--- src/design/rpp_pkg.sv ---
// ----------------------------------------------------------------------------
// rpp_pkg
// Shared types and constants for the route report parser.
// ----------------------------------------------------------------------------
package rpp_pkg;

  localparam logic [7:0] MASK_TOP_BYTE = 8'hFF;
  localparam int unsigned TDATA_W = 72;  // origin + mask + metric, padded to bytes

  // Message status codes
  typedef enum logic [1:0] {
    STATUS_CONTINUES = 2'd0,
    STATUS_CLEAN_END = 2'd1,
    STATUS_TRUNCATED = 2'd2
  } msg_status_t;

  // One result record
  typedef struct packed {
    logic        route_valid;
    logic [31:0] origin;
    logic [31:0] mask;
    logic [6:0]  metric;
    logic        group_end;
    msg_status_t message_status;
  } route_rec_t;

endpackage

--- src/design/rpp_parse.sv ---
// ----------------------------------------------------------------------------
// rpp_parse
// Input register and parse state: turns one payload byte into at most one
// route record per cycle while room is high.
// ----------------------------------------------------------------------------
module rpp_parse
  import rpp_pkg::*;
(
  input  logic       clk,
  input  logic       rst,
  input  logic       in_valid,
  input  logic [7:0] in_data,
  input  logic       in_last,
  output logic       in_ready,
  input  logic       room,
  output logic       res_valid,
  output route_rec_t res
);

  typedef enum logic [1:0] {
    PH_MASK   = 2'd0,
    PH_ORIGIN = 2'd1,
    PH_METRIC = 2'd2
  } phase_t;

  // Input register
  logic       s1_valid;
  logic [7:0] s1_data;
  logic       s1_last;

  // Parse state
  phase_t      phase, phase_next;
  logic [1:0]  byte_index, byte_index_next;
  logic [23:0] mask_low_bytes, mask_low_bytes_next;
  logic [2:0]  origin_width, origin_width_next;
  logic [31:0] origin_accum, origin_accum_next;

  logic       fire;
  logic       is_metric;
  logic [2:0] index_plus_one;

  assign in_ready = !s1_valid || room;
  assign fire     = s1_valid && room;

  // Capture the next byte whenever the input register frees up
  always_ff @(posedge clk) begin
    if (rst) begin
      s1_valid <= 1'b0;
    end else if (in_ready) begin
      s1_valid <= in_valid;
    end
    if (in_valid && in_ready) begin
      s1_data <= in_data;
      s1_last <= in_last;
    end
  end

  assign index_plus_one = {1'b0, byte_index} + 3'd1;
  assign is_metric      = (phase == PH_METRIC);

  // Next state and result for the byte in the input register
  always_comb begin
    phase_next          = phase;
    byte_index_next     = byte_index;
    mask_low_bytes_next = mask_low_bytes;
    origin_width_next   = origin_width;
    origin_accum_next   = origin_accum;
    res                 = '0;
    res.message_status  = STATUS_CONTINUES;

    unique case (phase)
      PH_ORIGIN: begin
        // place the byte big-endian from the top
        unique case (byte_index)
          2'd0: origin_accum_next[31:24] = origin_accum[31:24] | s1_data;
          2'd1: origin_accum_next[23:16] = origin_accum[23:16] | s1_data;
          2'd2: origin_accum_next[15:8]  = origin_accum[15:8]  | s1_data;
          default: origin_accum_next[7:0] = origin_accum[7:0] | s1_data;
        endcase
        if (index_plus_one >= origin_width) begin
          phase_next      = PH_METRIC;
          byte_index_next = 2'd0;
        end else begin
          byte_index_next = index_plus_one[1:0];
        end
      end
      PH_METRIC: begin
        res.route_valid = 1'b1;
        res.origin      = origin_accum;
        res.mask        = {MASK_TOP_BYTE, mask_low_bytes};
        res.metric      = s1_data[6:0];
        res.group_end   = s1_data[7];
        if (s1_last) begin
          res.message_status = s1_data[7] ? STATUS_CLEAN_END : STATUS_TRUNCATED;
        end
        if (s1_data[7]) begin
          phase_next      = PH_MASK;
          byte_index_next = 2'd0;
        end else begin
          phase_next        = PH_ORIGIN;
          byte_index_next   = 2'd0;
          origin_accum_next = '0;
        end
      end
      default: begin
        // mask bytes, unused code treated the same
        mask_low_bytes_next = {mask_low_bytes[15:0], s1_data};
        if (byte_index >= 2'd2) begin
          if (s1_data != 8'd0) begin
            origin_width_next = 3'd4;
          end else if (mask_low_bytes[7:0] != 8'd0) begin
            origin_width_next = 3'd3;
          end else if (mask_low_bytes[15:8] != 8'd0) begin
            origin_width_next = 3'd2;
          end else begin
            origin_width_next = 3'd1;
          end
          phase_next        = PH_ORIGIN;
          byte_index_next   = 2'd0;
          origin_accum_next = '0;
        end else begin
          phase_next      = PH_MASK;
          byte_index_next = index_plus_one[1:0];
        end
      end
    endcase

    // End of message: report truncation on a non-metric byte, then clear
    if (s1_last) begin
      if (!is_metric) begin
        res                = '0;
        res.message_status = STATUS_TRUNCATED;
      end
      phase_next          = PH_MASK;
      byte_index_next     = 2'd0;
      mask_low_bytes_next = '0;
      origin_width_next   = 3'd1;
      origin_accum_next   = '0;
    end
  end

  assign res_valid = fire && (is_metric || s1_last);

  // Hold parse state, advance on each processed byte
  always_ff @(posedge clk) begin
    if (rst) begin
      phase          <= PH_MASK;
      byte_index     <= 2'd0;
      mask_low_bytes <= '0;
      origin_width   <= 3'd1;
      origin_accum   <= '0;
    end else if (fire) begin
      phase          <= phase_next;
      byte_index     <= byte_index_next;
      mask_low_bytes <= mask_low_bytes_next;
      origin_width   <= origin_width_next;
      origin_accum   <= origin_accum_next;
    end
  end

endmodule

--- src/design/rpp_out_buf.sv ---
// ----------------------------------------------------------------------------
// rpp_out_buf
// Two-entry result buffer: registers each record and decouples the parser
// from output backpressure.
// ----------------------------------------------------------------------------
module rpp_out_buf
  import rpp_pkg::*;
(
  input  logic       clk,
  input  logic       rst,
  input  logic       push,
  input  route_rec_t push_rec,
  output logic       room,
  output logic       out_valid,
  input  logic       out_ready,
  output route_rec_t out_rec
);

  route_rec_t entry [2];
  logic       wr_ptr;
  logic       rd_ptr;
  logic [1:0] count;
  logic       pop;

  assign room      = (count != 2'd2);
  assign out_valid = (count != 2'd0);
  assign pop       = out_valid && out_ready;
  assign out_rec   = entry[rd_ptr];

  // Store records
  always_ff @(posedge clk) begin
    if (push) begin
      entry[wr_ptr] <= push_rec;
    end
  end

  // Advance pointers and occupancy
  always_ff @(posedge clk) begin
    if (rst) begin
      wr_ptr <= 1'b0;
      rd_ptr <= 1'b0;
      count  <= 2'd0;
    end else begin
      if (push) begin
        wr_ptr <= !wr_ptr;
      end
      if (pop) begin
        rd_ptr <= !rd_ptr;
      end
      unique case ({push, pop})
        2'b10:   count <= count + 2'd1;
        2'b01:   count <= count - 2'd1;
        default: count <= count;
      endcase
    end
  end

endmodule

--- src/design/route_report_parser.sv ---
// ----------------------------------------------------------------------------
// route_report_parser
// Parses the payload of a multicast distance-vector route report into route
// records.
// ----------------------------------------------------------------------------
// Takes one payload byte per cycle on the slave side while s_tready is high
// (s_tlast on a message's last byte) and emits one record per (origin,
// metric) pair, plus one record with tuser route_valid low when a message ends
// on a byte that is not a metric byte. Sustained rate is one byte per clock
// while m_tready is high; a byte's record passes the input register and the
// output buffer. The two-entry output buffer keeps s_tready a function of
// registers only; after m_tready drops, input flows until the buffer fills.
module route_report_parser
  import rpp_pkg::*;
(
  input  logic               clk,
  input  logic               rst,
  input  logic               s_tvalid,
  output logic               s_tready,
  input  logic [7:0]         s_tdata,   // [7:0] data_byte
  input  logic               s_tlast,   // last_byte
  output logic               m_tvalid,
  input  logic               m_tready,
  output logic [TDATA_W-1:0] m_tdata,   // [31:0] origin, [63:32] mask,
                                        // [70:64] metric, [71] zero
  output logic               m_tlast,   // group_end
  output logic [2:0]         m_tuser    // [0] route_valid, [2:1] message_status
);

  logic       room;
  logic       res_valid;
  route_rec_t res;
  route_rec_t out_rec;

  rpp_parse u_parse (
    .clk       (clk),
    .rst       (rst),
    .in_valid  (s_tvalid),
    .in_data   (s_tdata),
    .in_last   (s_tlast),
    .in_ready  (s_tready),
    .room      (room),
    .res_valid (res_valid),
    .res       (res)
  );

  rpp_out_buf u_out_buf (
    .clk       (clk),
    .rst       (rst),
    .push      (res_valid),
    .push_rec  (res),
    .room      (room),
    .out_valid (m_tvalid),
    .out_ready (m_tready),
    .out_rec   (out_rec)
  );

  // Pack the record onto the master side
  assign m_tdata = {1'b0, out_rec.metric, out_rec.mask, out_rec.origin};
  assign m_tlast = out_rec.group_end;
  assign m_tuser = {out_rec.message_status, out_rec.route_valid};

endmodule
--- config.mk ---
export PLATFORM = sky130hd
export DESIGN_NAME = route_report_parser
export DESIGN_NICKNAME = d
export VERILOG_FILES = /design/src/design/rpp_pkg.sv /design/src/design/rpp_parse.sv /design/src/design/rpp_out_buf.sv /design/src/design/route_report_parser.sv
export SDC_FILE = /design/constraint.sdc
export NUM_CORES = 1
export LEC_CHECK = 0
export BUFFER_PORTS_ARGS = -buffer_cell sky130_fd_sc_hd__buf_2
export CAP_MARGIN = 20
export CORE_MARGIN = 2
export CORE_UTILIZATION = 25
export DETAILED_ROUTE_END_ITERATION = 10
export SKIP_LAST_GASP = 1
export SLEW_MARGIN = 10
export SYNTH_ARGS = -nofsm -noshare
export SYNTH_HDL_FRONTEND = slang
export SYNTH_SLANG_ARGS = --single-unit
--- constraint.sdc ---
create_clock -name clk -period 5.9 [get_ports clk]
set_input_delay 0.885 -clock clk [delete_from_list [all_inputs] [get_ports clk]]
set_output_delay 0.885 -clock clk [all_outputs]
set_load 0.01 [all_outputs]
# After elaboration in Yosys (flattened, before gate mapping)
# Memory sizes are Yosys's and may differ from the RTL's. A register that Yosys moved wholly into a read port is not among the register bits.
# Index checks and enable logic that the tools add are counted.
[totals]
ramBits = 150
output_inout_bits = 78
wordCells = 99
ff_bits = 77
n_memories = 1
inputBits = 13
[memory_table]
columns = ["memory", "words", "width", "read_ports", "rd_clocked_by_memory_dff", "write_ports", "line_no", "source"]
rows = [
  ["u_out_buf.entry", 2, 75, 1, 1, 1, "rpp_out_buf.sv:19", "route_rec_t entry [2];"],
]
[classes]
reduce_logical = 26
n_eq_ne = 14
magnitude_cmp = 2
bitwise_logic = 4
addsub = 3
muxes = 35
[op_table]
columns = ["cell", "count"]
rows = [
  ["$mux 75", 3],
  ["$mux 32", 3],
  ["$pmux 32 s2", 1],
  ["$mux 24", 2],
  ["$mux 8", 4],
  ["$or 8x8->8", 4],
  ["$reduce_bool 8->1", 3],
  ["$mux 2", 8],
  ["$reduce_and 4->1", 4],
  ["$mux 3", 5],
  ["$ne 3x2->1 const B", 4],
  ["$pmux 2 s2", 3],
  ["$eq 2x1->1 const B", 3],
  ["$eq 2x2->1 const B", 3],
  ["$mux 1", 6],
  ["$reduce_bool 2->1", 3],
  ["$logic_and 1x1->1", 4],
  ["$reduce_and 2->1", 2],
  ["$reduce_bool 4->1", 1],
  ["$add 2x1->3 const B", 1],
  ["$ge 3x3->1", 1],
  ["$logic_not 1->1", 3],
  ["$ne 3x1->1 const B", 1],
  ["$ne 3x3->1 const B", 1],
  ["other kinds (10)", 11],
]

# Logic depth before layout (Yosys ltp)
# Gate-level depths: netlist of the first run.
[depth]
word_depth = 7
mapped_depth = 8
depth_no_buf = 7

# Cells and area by module
# Synthesis of the first run repeated with hierarchy kept, for this count alone.
[unflattened]
cells_unflattened = 631
hier_area_um2 = 8962.3
[modules_own_cells]
columns = ["module", "area_each_um2", "seq_area_each_um2", "n_inst", "cells_per_inst"]
rows = [
  ["rpp_out_buf", 5615.4, 4604.4, 1, 256],
  ["rpp_parse", 3335.7, 1551.5, 1, 373],
  ["route_report_parser", 11.3, 0.0, 1, 2],
]

# Worst setup path after synthesis of the first run
# No wires, ideal clock.
[synth_timing]
path_kind = "register to register"
from = "register u_parse.phase[0]"
to = "memory u_out_buf.entry[0][0] in the netlist's numbering, enable pin"
period_less_slack_ns = 4.383
arrival_ns = 3.891
n_path_buf = 1
path_stages_with_launch = 6
t_required_ns = 5.407
setup_slack_ns = 1.517
path_cell_list = "dfxtp_1 > inv_1 > ha_1 > clkbuf_1 > o211ai_1 > nor2_1"
[synth_via]
elab_chain_len = 5
[synth_rtl]
columns = ["item", "line_no", "source"]
rows = [
  ["start: declaration", "rpp_parse.sv:32", "phase_t phase, phase_next;"],
  ["start signal: assignment", "rpp_parse.sv:153", "phase <= phase_next;"],
  ["$eq 2x2->1", "rpp_parse.sv:59", "assign is_metric = (phase == PH_METRIC);"],
  ["$logic_or 1x1->1", "rpp_parse.sv:142", "assign res_valid = fire && (is_metric || s1_last);"],
  ["$logic_and 1x1->1", "rpp_parse.sv:142", ""],
  ["$mux 1", "rpp_out_buf.sv:32", "if (push) begin"],
  ["$mux 1 (not written as such)", "rpp_out_buf.sv:33", "entry[wr_ptr] <= push_rec;"],
  ["end: declaration", "rpp_out_buf.sv:19", ""],
]
# Every way passes these cells.

==> summary.md, run 1 <==
| Metric | Value |
|---|---|
| Status | `complete, no violations` |
| Ys flop type | `edfxtp_1` |
| Reg2reg path depth | `4` |
| Crit-path max FO | `38` |
| Post-Synthesis Cells | `636` |
| Hold path depth | `1` |
| Vias per cell | `approximately 4.3` |
| Synthesized net count | `659` |
| Fin crit period | `approximately 3500 ps` |
| Syn Std Cell Area | `about 0.0086 mm^2` |
| Share of cells above drive strength 1 | `28.9%` |
| Total core area | `~0.034 mm^2` |
| Die X | `~190 um` |
| Post-synth top area share | `between 40% and 50%` |
| HP Class | `reg2reg` |
| Routed Wire Length | `~19000 um` |
| Initial antenna violation count | `3` |
| Die area | `about 0.036 mm^2` |
| Cts bufs inserted | `21` |
| #FFs+latches synth | `approximately 210` |
| Cell total after placement | `approximately 1100` |
| Routability Congestion | `0.769` |
| Detailed Routing Iterations Pass 1 | `5` |
| Vias | `~5000` |
| Cell leakage power | `3.76 nW` |
| Crit Path Category | `reg2out` |
| Setup TNS Final | `0 ps` |
| Most common cell after layout, fill and taps aside | `edfxtp_1` |
| Hold Path Sink | `u_parse.origin_accum[2]` |
| Routed Antenna Nets | `0` |
| HPWL after DPL | `11900 um` |
| CTS tree | `done` |
| Num Clock Sinks | `between 200 and 250` |
| Num rows | `67` |
| Hold buffer count at cts | `0` |
| Most frequent cells in the layout | `edfxtp_1 (143), buf_2 (89), dfxtp_1 (68)` |
| Latest clock arrival within the worst-skew pair | `about 500 ps` |
| Max Buffers Root-to-Sink | `3` |
| Crit. End Element | `output port` |
| RSZ-0062 raised after global routing | `false` |
| Post-synth top area cell | `edfxtp_1` |
| Clock transition at path regs | `about 60 ps` |
| Largest net degree at the start of global routing | `70` |
| Nets | `approximately 730` |
| Layout area overhead | `17.3%` |
| Fmax | `about 280 MHz` |
| Grt ovf | `0` |
| Synthesized area per cell | `between 10 and 15 um^2` |
| Startpoint Class | `register` |
| Synth area leaders | `edfxtp_1 (50%), dfxtp_1 (16%), mux2_2 (8.8%)` |
| RR Endpoint | `u_out_buf.entry[1][44]` |
| Clock Skews | `between 7 and 8 ps` |
| Height of the chip | `190 um` |
| Post-CTS Setup Bufs | `0` |
| Fin cells | `~1200` |
| DRC | `0` |
| Initial Util | `around a quarter` |
| Final Power | `between 3 and 4 mW` |
| Slew @ Worst Pin | `between 1000 and 1500 ps` |
| I/O pins | `between 90 and 100` |
| Vias in the first global route | `4952` |
| Drt wl/cell | `approximately 16 um` |
| Max cap viols | `0` |
| Post-synth ARST share | `0%` |
| PortBufs | `just under 90` |
| Fraction of the yosys area taken by sequential cells | `65.9%` |
| Worst reg2reg setup slack | `2970 ps` |
| Setup violators final | `0` |
| Gr usage total | `around 10%` |
| Slew Viols, Final | `0` |
| PostCTS Resize Cnt | `0` |
| CTS root buf | `clkbuf_16` |
| # fillers | `~3400` |
| Maximum vdd ir drop | `0.000155 V` |
| Post-layout util | `between 20% and 30%` |
| DR iter-0 viols | `approximately 330` |
| R2R Path Start | `u_out_buf.count[0]` |
| Global-route wire length before repair | `28700 um` |
| EDFF count, synth | `between 100 and 150` |
| Post-synth cell types | `53` |
| Crit path DAT | `around 2600 ps` |
| Crit path required time | `roughly 5000 ps` |
| Final hold violation count | `0` |
| CTS H-tree lvls | `1` |
| HP Start | `u_parse.origin_accum[2]` |
| Pwr Density | `328 mW/mm^2` |
| Worst slew margin | `between 30% and 40%` |
| Final period utilization | `between 50% and 60%` |
| Ys Warns | `0` |
[routing by layer]
metal,vias to the layer above,share of wire [%],GRT usage [%]
li1,2434,-,-
met1,2448,42,12.7
met2,103,51,17.7
met3,22,5.5,2.10
met4,2,1.4,2.86
met5,-,0.070,0
[metrics by stage]
| stage | hold slack (ps) | worst slack, ps | cell area [um^2] |
|---|---|---|---|
| global placement | 439 | 2350 | 9400 |
| detailed placement | 446 | 2270 | 9400 |
| global route | 469 | 2200 | 10100 |
| finish | 455 | 2390 | 10100 |
| CTS | 460 | 2250 | 10100 |
| floorplan | 432 | 1520 | 8610 |
[Yosys cell counts (3+ instances only)]
master,instances
mux2_2,67
edfxtp_1,143
buf_2,8
a22oi_1,27
xnor2_1,3
inv_1,9
and2_1,65
nor2_1,35
nor4_1,4
ha_1,10
or4_1,3
buf_1,6
or3b_1,3
dfxtp_1,69
o21a_1,32
nand2_1,38
nor3_1,32
a21oi_1,6
nand3_1,3
clkbuf_1,17
buf_6,7
buf_4,11
nand2b_1,3
[cell families after synthesis]
| family | after synthesis | share of synthesized area, % |
|---|---|---|
| compound gates | 79 | 6.96 |
| buf+inv | 60 | 3.83 |
| simple gates | 203 | 12.7 |
| fa+ha+maj | 10 | 1.45 |
| other cells | 1 | 0.0435 |
| mux | 67 | 8.76 |
| xor+xnor | 4 | 0.407 |
| flops | 212 | 65.9 |
[sequential cells by signal, indices dropped and copies added (netlist names), named ones only]
name,cells
u_out_buf.wr_ptr,1
u_parse.s1_last,1
u_out_buf.entry,134
u_parse.byte_index,2
u_parse.origin_width,3
u_parse.s1_valid,1
u_parse.origin_accum,32
u_out_buf.count,2
u_out_buf.rd_ptr,1
u_parse.mask_low_bytes,24
u_parse.s1_data,8
u_parse.phase,2
[report_power, final]
| part | internal [mW] | leakage, nW | switching [mW] |
|---|---|---|---|
| Combinational | 0.153 | 1.41 | 0.175 |
| Clock | 0.783 | 0.338 | 0.540 |
| Sequential | 1.62 | 2.01 | 0.0533 |
| Total | 2.55 | 3.76 | 0.769 |
[worst max-delay path: stages, from the launching register on]
cell and delay [ps]:
dfxtp_2 990, buf_4 520, mux2_2 450, buf_2 160
[cell type report]
class                      instances  area (um^2)  share of cell area [%]
sequential                       212         5680                    56.2
clock inverter                     9         97.6                   0.966
antenna                            3         7.51                  0.0743
tap                              448          561                    5.55
inverter                          10         37.5                   0.371
multi-input combinational        364         2630                    26.0
timing repair buffer              97          518                    5.13
clock buffer                      28          583                    5.77
[how the worst max path moves through the flow]
| stage | to | depth (start not counted) | slack, ps |
|---|---|---|---|
| global placement | u_out_buf.entry[1][8] | 5 | 2350 |
| detailed placement | u_out_buf.entry[1][47] | 5 | 2270 |
| floorplan | u_out_buf.entry[0][0] | 5 | 1520 |
| CTS | u_out_buf.entry[1][14] | 5 | 2250 |
| finish | m_tdata[57] | 3 | 2390 |
| global route | m_tdata[60] | 3 | 2200 |
Power figures use the tool's default switching activity.
==> inputs of run 2 (changes only) <==
- clock period: 5.9 -> 2.9 ns (I/O delays scaled with it)
==> summary.md, run 2 (synthesis results as in run 1) <==
| Metric | Value |
|---|---|
| Cts bufs inserted | `21 (unchanged)` |
| # fillers | `3412 (was 3433)` |
| HP Class | `in2reg (was reg2reg)` |
| Final worst slack | `532 ps (was 2390 ps)` |
| Clock Skews | `27.7 ps (was 7.43 ps)` |
| Share of cells above drive strength 1 | `28.3% (was 28.9%)` |
| Initial Util | `25.6% (unchanged)` |
| CTS tree | `done (unchanged)` |
| Post-CTS Setup Bufs | `0 (unchanged)` |
| Initial antenna violation count | `2 (was 3)` |
| Pwr Density | `655 mW/mm^2 (was 328 mW/mm^2)` |
| Fmax | `about 420 MHz` |
| Die area | `0.0360 mm^2 (unchanged)` |
| Crit Path Category | `reg2reg (was reg2out)` |
| HPWL after DPL | `11500 um (was 11900 um)` |
| Gr usage total | `10.1% (about the same)` |
| Fin cells | `1170 (was 1171)` |
| Hold_ws | `129 ps (was 455 ps)` |
| Ant. Diodes | `0 (was 3)` |
| Startpoint Class | `register (unchanged)` |
| Routed Wire Length | `18400 um (was 18600 um)` |
| PortBufs | `89 (unchanged)` |
| Global-route wire length before repair | `28800 um (was 28700 um)` |
| I/O pins | `91 (unchanged)` |
| Crit. End Element | `register (was output port)` |
| Max cap viols | `0 (unchanged)` |
| Grt ovf | `0 (unchanged)` |
| Num Clock Sinks | `212 (unchanged)` |
| PostCTS Resize Cnt | `0 (unchanged)` |
| Latest clock arrival within the worst-skew pair | `510 ps (was 490 ps)` |
| Total core area | `0.0337 mm^2 (unchanged)` |
| Num rows | `67 (unchanged)` |
| Post-route design area | `0.0101 mm^2 (about the same)` |
| RSZ-0062 raised after global routing | `false (unchanged)` |
| CTS root buf | `clkbuf_16 (unchanged)` |
| Crit path DAT | `2760 ps (was 2630 ps)` |
| Largest net degree at the start of global routing | `68 (was 70)` |
| Routed Antenna Nets | `0 (unchanged)` |
| Setup TNS Final | `0 ps (unchanged)` |
| Most frequent cells in the layout | `edfxtp_1 (143), buf_2 (89), dfxtp_1 (68) (unchanged)` |
| Largest register FFs | `134 (unchanged)` |
| Detailed Routing Iterations Pass 1 | `5 (unchanged)` |
| Most common cell after layout, fill and taps aside | `edfxtp_1 (unchanged)` |
| Height of the chip | `190 um (unchanged)` |
| Regs by FF count | `u_out_buf.entry x134, u_parse.origin_accum x32, u_parse.mask_low_bytes x24 (unchanged)` |
| DRC | `0 (unchanged)` |
| Max Buffers Root-to-Sink | `3 (unchanged)` |
| Cell total after placement | `1132 (was 1130)` |
| Area occupied by multi-input gates | `0.00263 mm^2 (unchanged)` |
| Pre-CTS setup slack | `609 ps (was 2270 ps)` |
| Clock transition at path regs | `50 ps (was 60 ps)` |
| Crit-path max FO | `7 (was 38)` |
| Slew Viols, Final | `0 (unchanged)` |
| Final hold violation count | `0 (unchanged)` |
| Vias per cell | `4.34 (was 4.28)` |
| Status | `complete, no violations (unchanged)` |
| Final period utilization | `about four fifths` |
| Fin crit period | `between 2000 and 2500 ps` |
| Nets | `730 (was 729)` |
| Setup violators final | `0 (unchanged)` |
| Top reg by flops | `u_out_buf.entry (unchanged)` |
| CTS H-tree lvls | `1 (unchanged)` |
| Placed inst area | `0.00945 mm^2 (was 0.00940 mm^2)` |
| Hold buffer count at cts | `0 (unchanged)` |
| Crit path required time | `3290 ps (was 5020 ps)` |
| Worst slew margin | `51.6% (was 33.0%)` |
| Slew @ Worst Pin | `727 ps (was 1000 ps)` |
| Routability Congestion | `0.766 (was 0.769)` |
| Vias in the first global route | `5184 (was 4952)` |
| Storage cell area | `0.00568 mm^2 (unchanged)` |
| Drt wl/cell | `15.7 um (was 15.8 um)` |
| Layout area overhead | `17.1% (was 17.3%)` |
| DR iter-0 viols | `317 (was 325)` |
| Cell leakage power | `3.74 nW (was 3.76 nW)` |
| Vias | `5079 (was 5009)` |
| Die X | `190 um (unchanged)` |
| Maximum vdd ir drop | `0.000307 V (was 0.000155 V)` |
-- run 2: final timing paths --
check                          start                 endpoint  slack, ps  cells past startpoint
max reg2reg    u_parse.byte_index[1]         u_parse.phase[1]        530                      7
min reg2reg  u_parse.origin_accum[7]  u_parse.origin_accum[7]        460                      1
max            u_parse.byte_index[1]         u_parse.phase[1]        530                      7
min                       s_tdata[5]       u_parse.s1_data[5]        130                      1
-- run 2: layout make-up --
class / instances / area share (%)
clock buffers: 31 / 5.68
multi-input cells: 364 / 26.0
well taps: 448 / 5.56
flip-flops and latches: 212 / 56.3
clock inverters: 7 / 0.633
repair buffers: 98 / 5.46
inverters: 10 / 0.372
-- run 2: stage by stage --
stage          util, %  power, mW
2_1_floorplan        -       3.91
3_3_place_gp      28.0       4.16
3_5_place_dp      28.0       4.16
4_1_cts           29.9       6.72
5_1_grt           29.9       6.90
6_report          29.9       6.61
-- run 2: report_power, final --
group / switching [mW] / total, mW / internal, mW
logic: 0.399 / 0.723 / 0.323
clock network: 1.07 / 2.54 / 1.46
registers: 0.0660 / 3.35 / 3.29
-- run 2: worst max-delay path, cell delays in order, from the launching register on --
cell and delay (ps):
dfxtp_1 460, inv_1 100, ha_1 310, ha_1 270, and2_0 150, a221oi_1 630
a21oi_1 150, o31ai_1 210
-- run 2: routing by layer --
layer | track usage [%] | vias up | wire length [um]
met3 | 1.70 | 41 | 990
met4 | 4.14 | 2 | 584
met5 | 0 | - | 13
met1 | 12.6 | 2477 | 7840
met2 | 17.4 | 134 | 8950
li1 | - | 2425 | -
==> inputs of run 3 (changes only) <==
- clock period: 2.9 -> 2.4 ns (I/O delays scaled with it)
==> summary.md, run 3 (synthesis results as in run 1) <==
| Metric | Value |
|---|---|
| Nets | `743 (was 730)` |
| Routed Wire Length | `18900 um (was 18400 um)` |
| Largest register FFs | `134 (unchanged)` |
| Die X | `190 um (unchanged)` |
| PostCTS Resize Cnt | `0 (unchanged)` |
| Cell total after placement | `1144 (was 1132)` |
| Share of cells above drive strength 1 | `29.9% (was 28.3%)` |
| Worst slew margin | `38.3% (was 51.6%)` |
| Global-route wire length before repair | `28600 um (was 28800 um)` |
| Crit path required time | `2040 ps (was 3290 ps)` |
| Maximum vdd ir drop | `0.000521 V (was 0.000307 V)` |
| Routed Antenna Nets | `0 (unchanged)` |
| Initial antenna violation count | `4 (was 2)` |
| Fmax | `approximately 450 MHz` |
| Fin crit period | `2210 ps` |
| Top reg by flops | `u_out_buf.entry (unchanged)` |
| HP Class | `in2reg (unchanged)` |
| Largest net degree at the start of global routing | `67 (was 68)` |
| RSZ-0062 raised after global routing | `false (unchanged)` |
| Crit Path Category | `reg2out (was reg2reg)` |
| Metal2 WL | `9230 um (was 8950 um)` |
| Num Clock Sinks | `212 (unchanged)` |
| Post-CTS Setup Bufs | `0 (unchanged)` |
| Total core area | `0.0337 mm^2 (unchanged)` |
| Max Buffers Root-to-Sink | `3 (unchanged)` |
| Pwr Density | `791 mW/mm^2 (was 655 mW/mm^2)` |
| DR top layer | `met5 (unchanged)` |
| WL met1 | `7970 um (was 7840 um)` |
| Layout area overhead | `18.6% (was 17.1%)` |
| Num rows | `67 (unchanged)` |
| HPWL after DPL | `12000 um (was 11500 um)` |
| CTS root buf | `clkbuf_16 (unchanged)` |
| Drt wl/cell | `15.9 um (was 15.7 um)` |
| Gr usage total | `10.2% (was 10.1%)` |
| Cell leakage power | `3.81 nW (was 3.74 nW)` |
| Die area | `0.0360 mm^2 (unchanged)` |
| Status | `complete, no violations (unchanged)` |
| DR iter-0 viols | `308 (was 317)` |
| Hold buffer count at cts | `0 (unchanged)` |
| WL met3 | `1120 um (was 990 um)` |
| Slew Viols, Final | `0 (unchanged)` |
| Vias | `5057 (was 5079)` |
| I/O pins | `91 (unchanged)` |
| Routability Congestion | `0.781 (was 0.766)` |
| Detailed Routing Iterations Pass 1 | `5 (unchanged)` |
| Max cap viols | `0 (unchanged)` |
| CTS tree | `done (unchanged)` |
| Most frequent cells in the layout | `edfxtp_1 (143), buf_2 (89), mux2_2 (67) (was edfxtp_1 (143), buf_2 (89), dfxtp_1 (68))` |
| Fin cells | `1186 (was 1170)` |
| Initial Util | `25.6% (unchanged)` |
| Vias per cell | `4.26 (was 4.34)` |
| Grt ovf | `0 (unchanged)` |
| Final hold violation count | `0 (unchanged)` |
| # fillers | `3462 (was 3412)` |
| Most common cell after layout, fill and taps aside | `edfxtp_1 (unchanged)` |
| Clock transition at path regs | `60 ps (was 50 ps)` |
| Clock Skews | `17.1 ps (was 27.7 ps)` |
| Slew @ Worst Pin | `925 ps (was 727 ps)` |
| PortBufs | `89 (unchanged)` |
| Regs by FF count | `u_out_buf.entry x134, u_parse.origin_accum x32, u_parse.mask_low_bytes x24 (unchanged)` |
| Height of the chip | `190 um (unchanged)` |
| Setup violators final | `0 (unchanged)` |
| Crit path DAT | `1850 ps (was 2760 ps)` |
| Post-layout util | `30.3% (was 29.9%)` |
| CTS H-tree lvls | `1 (unchanged)` |
| Final period utilization | `a little over 90%` |
| Startpoint Class | `register (unchanged)` |
| DRC | `0 (unchanged)` |
| Crit-path max FO | `51 (was 7)` |
| Latest clock arrival within the worst-skew pair | `500 ps (was 510 ps)` |
| Vias in the first global route | `4962 (was 5184)` |
| Cts bufs inserted | `22 (was 21)` |
| Crit. End Element | `output port (was register)` |
## run 3: through the flow
| stage | setup WS [ps] | power, mW | TNS, ps | area [um^2] | hold WS, ps |
|---|---|---|---|---|---|
| 2_1_floorplan | -15.1 | 4.73 | -1010 | 8650 | 432 |
| 3_3_place_gp | 330 | 5.05 | 0 | 9550 | 440 |
| 3_5_place_dp | 271 | 5.06 | 0 | 9550 | 445 |
| 4_1_cts | 139 | 8.20 | 0 | 10200 | 14.4 |
| 5_1_grt | 83.1 | 8.43 | 0 | 10200 | 14.7 |
| 6_report | 190 | 8.09 | 0 | 10200 | 30.4 |
## run 3: per-layer routing
metal,vias to the layer above,track usage (%)
li1,2464,-
met1,2437,12.6
met2,115,17.5
met3,37,2.40
met4,4,3.82
met5,-,0
## run 3: power breakdown
| part | switching [mW] | leakage, nW | internal [mW] |
|---|---|---|---|
| clock | 1.31 | 0.322 | 1.82 |
| combinational | 0.504 | 1.48 | 0.407 |
| sequential | 0.0689 | 2.01 | 3.97 |
| total | 1.89 | 3.81 | 6.20 |
## run 3: final timing paths
kind	from	endpoint	slack, ps	depth (start not counted)
max reg2reg	u_parse.byte_index[1]	u_parse.phase[0]	270	8
min reg2reg	u_parse.origin_accum[23]	u_parse.origin_accum[23]	460	1
min	s_tdata[7]	u_parse.s1_data[7]	30	1
max	register	m_tdata[59]	190	3
## run 3: critical path: stages (launching register included)
cell and delay, ps:
dfxtp_2 420, buf_12 310, mux2_2 430, buf_2 160
## run 3: area by class of cell
type / instances / area (um^2) / share of cell area (%)
diodes: 2 / 5.00 / 0.0490
clock buffers: 35 / 641 / 6.27
clock inverters: 5 / 21.3 / 0.208
inverters: 10 / 37.5 / 0.367
multi-input cells: 364 / 2640 / 25.8
flip-flops and latches: 212 / 5680 / 55.6
well taps: 448 / 561 / 5.48
repair buffers: 110 / 641 / 6.27
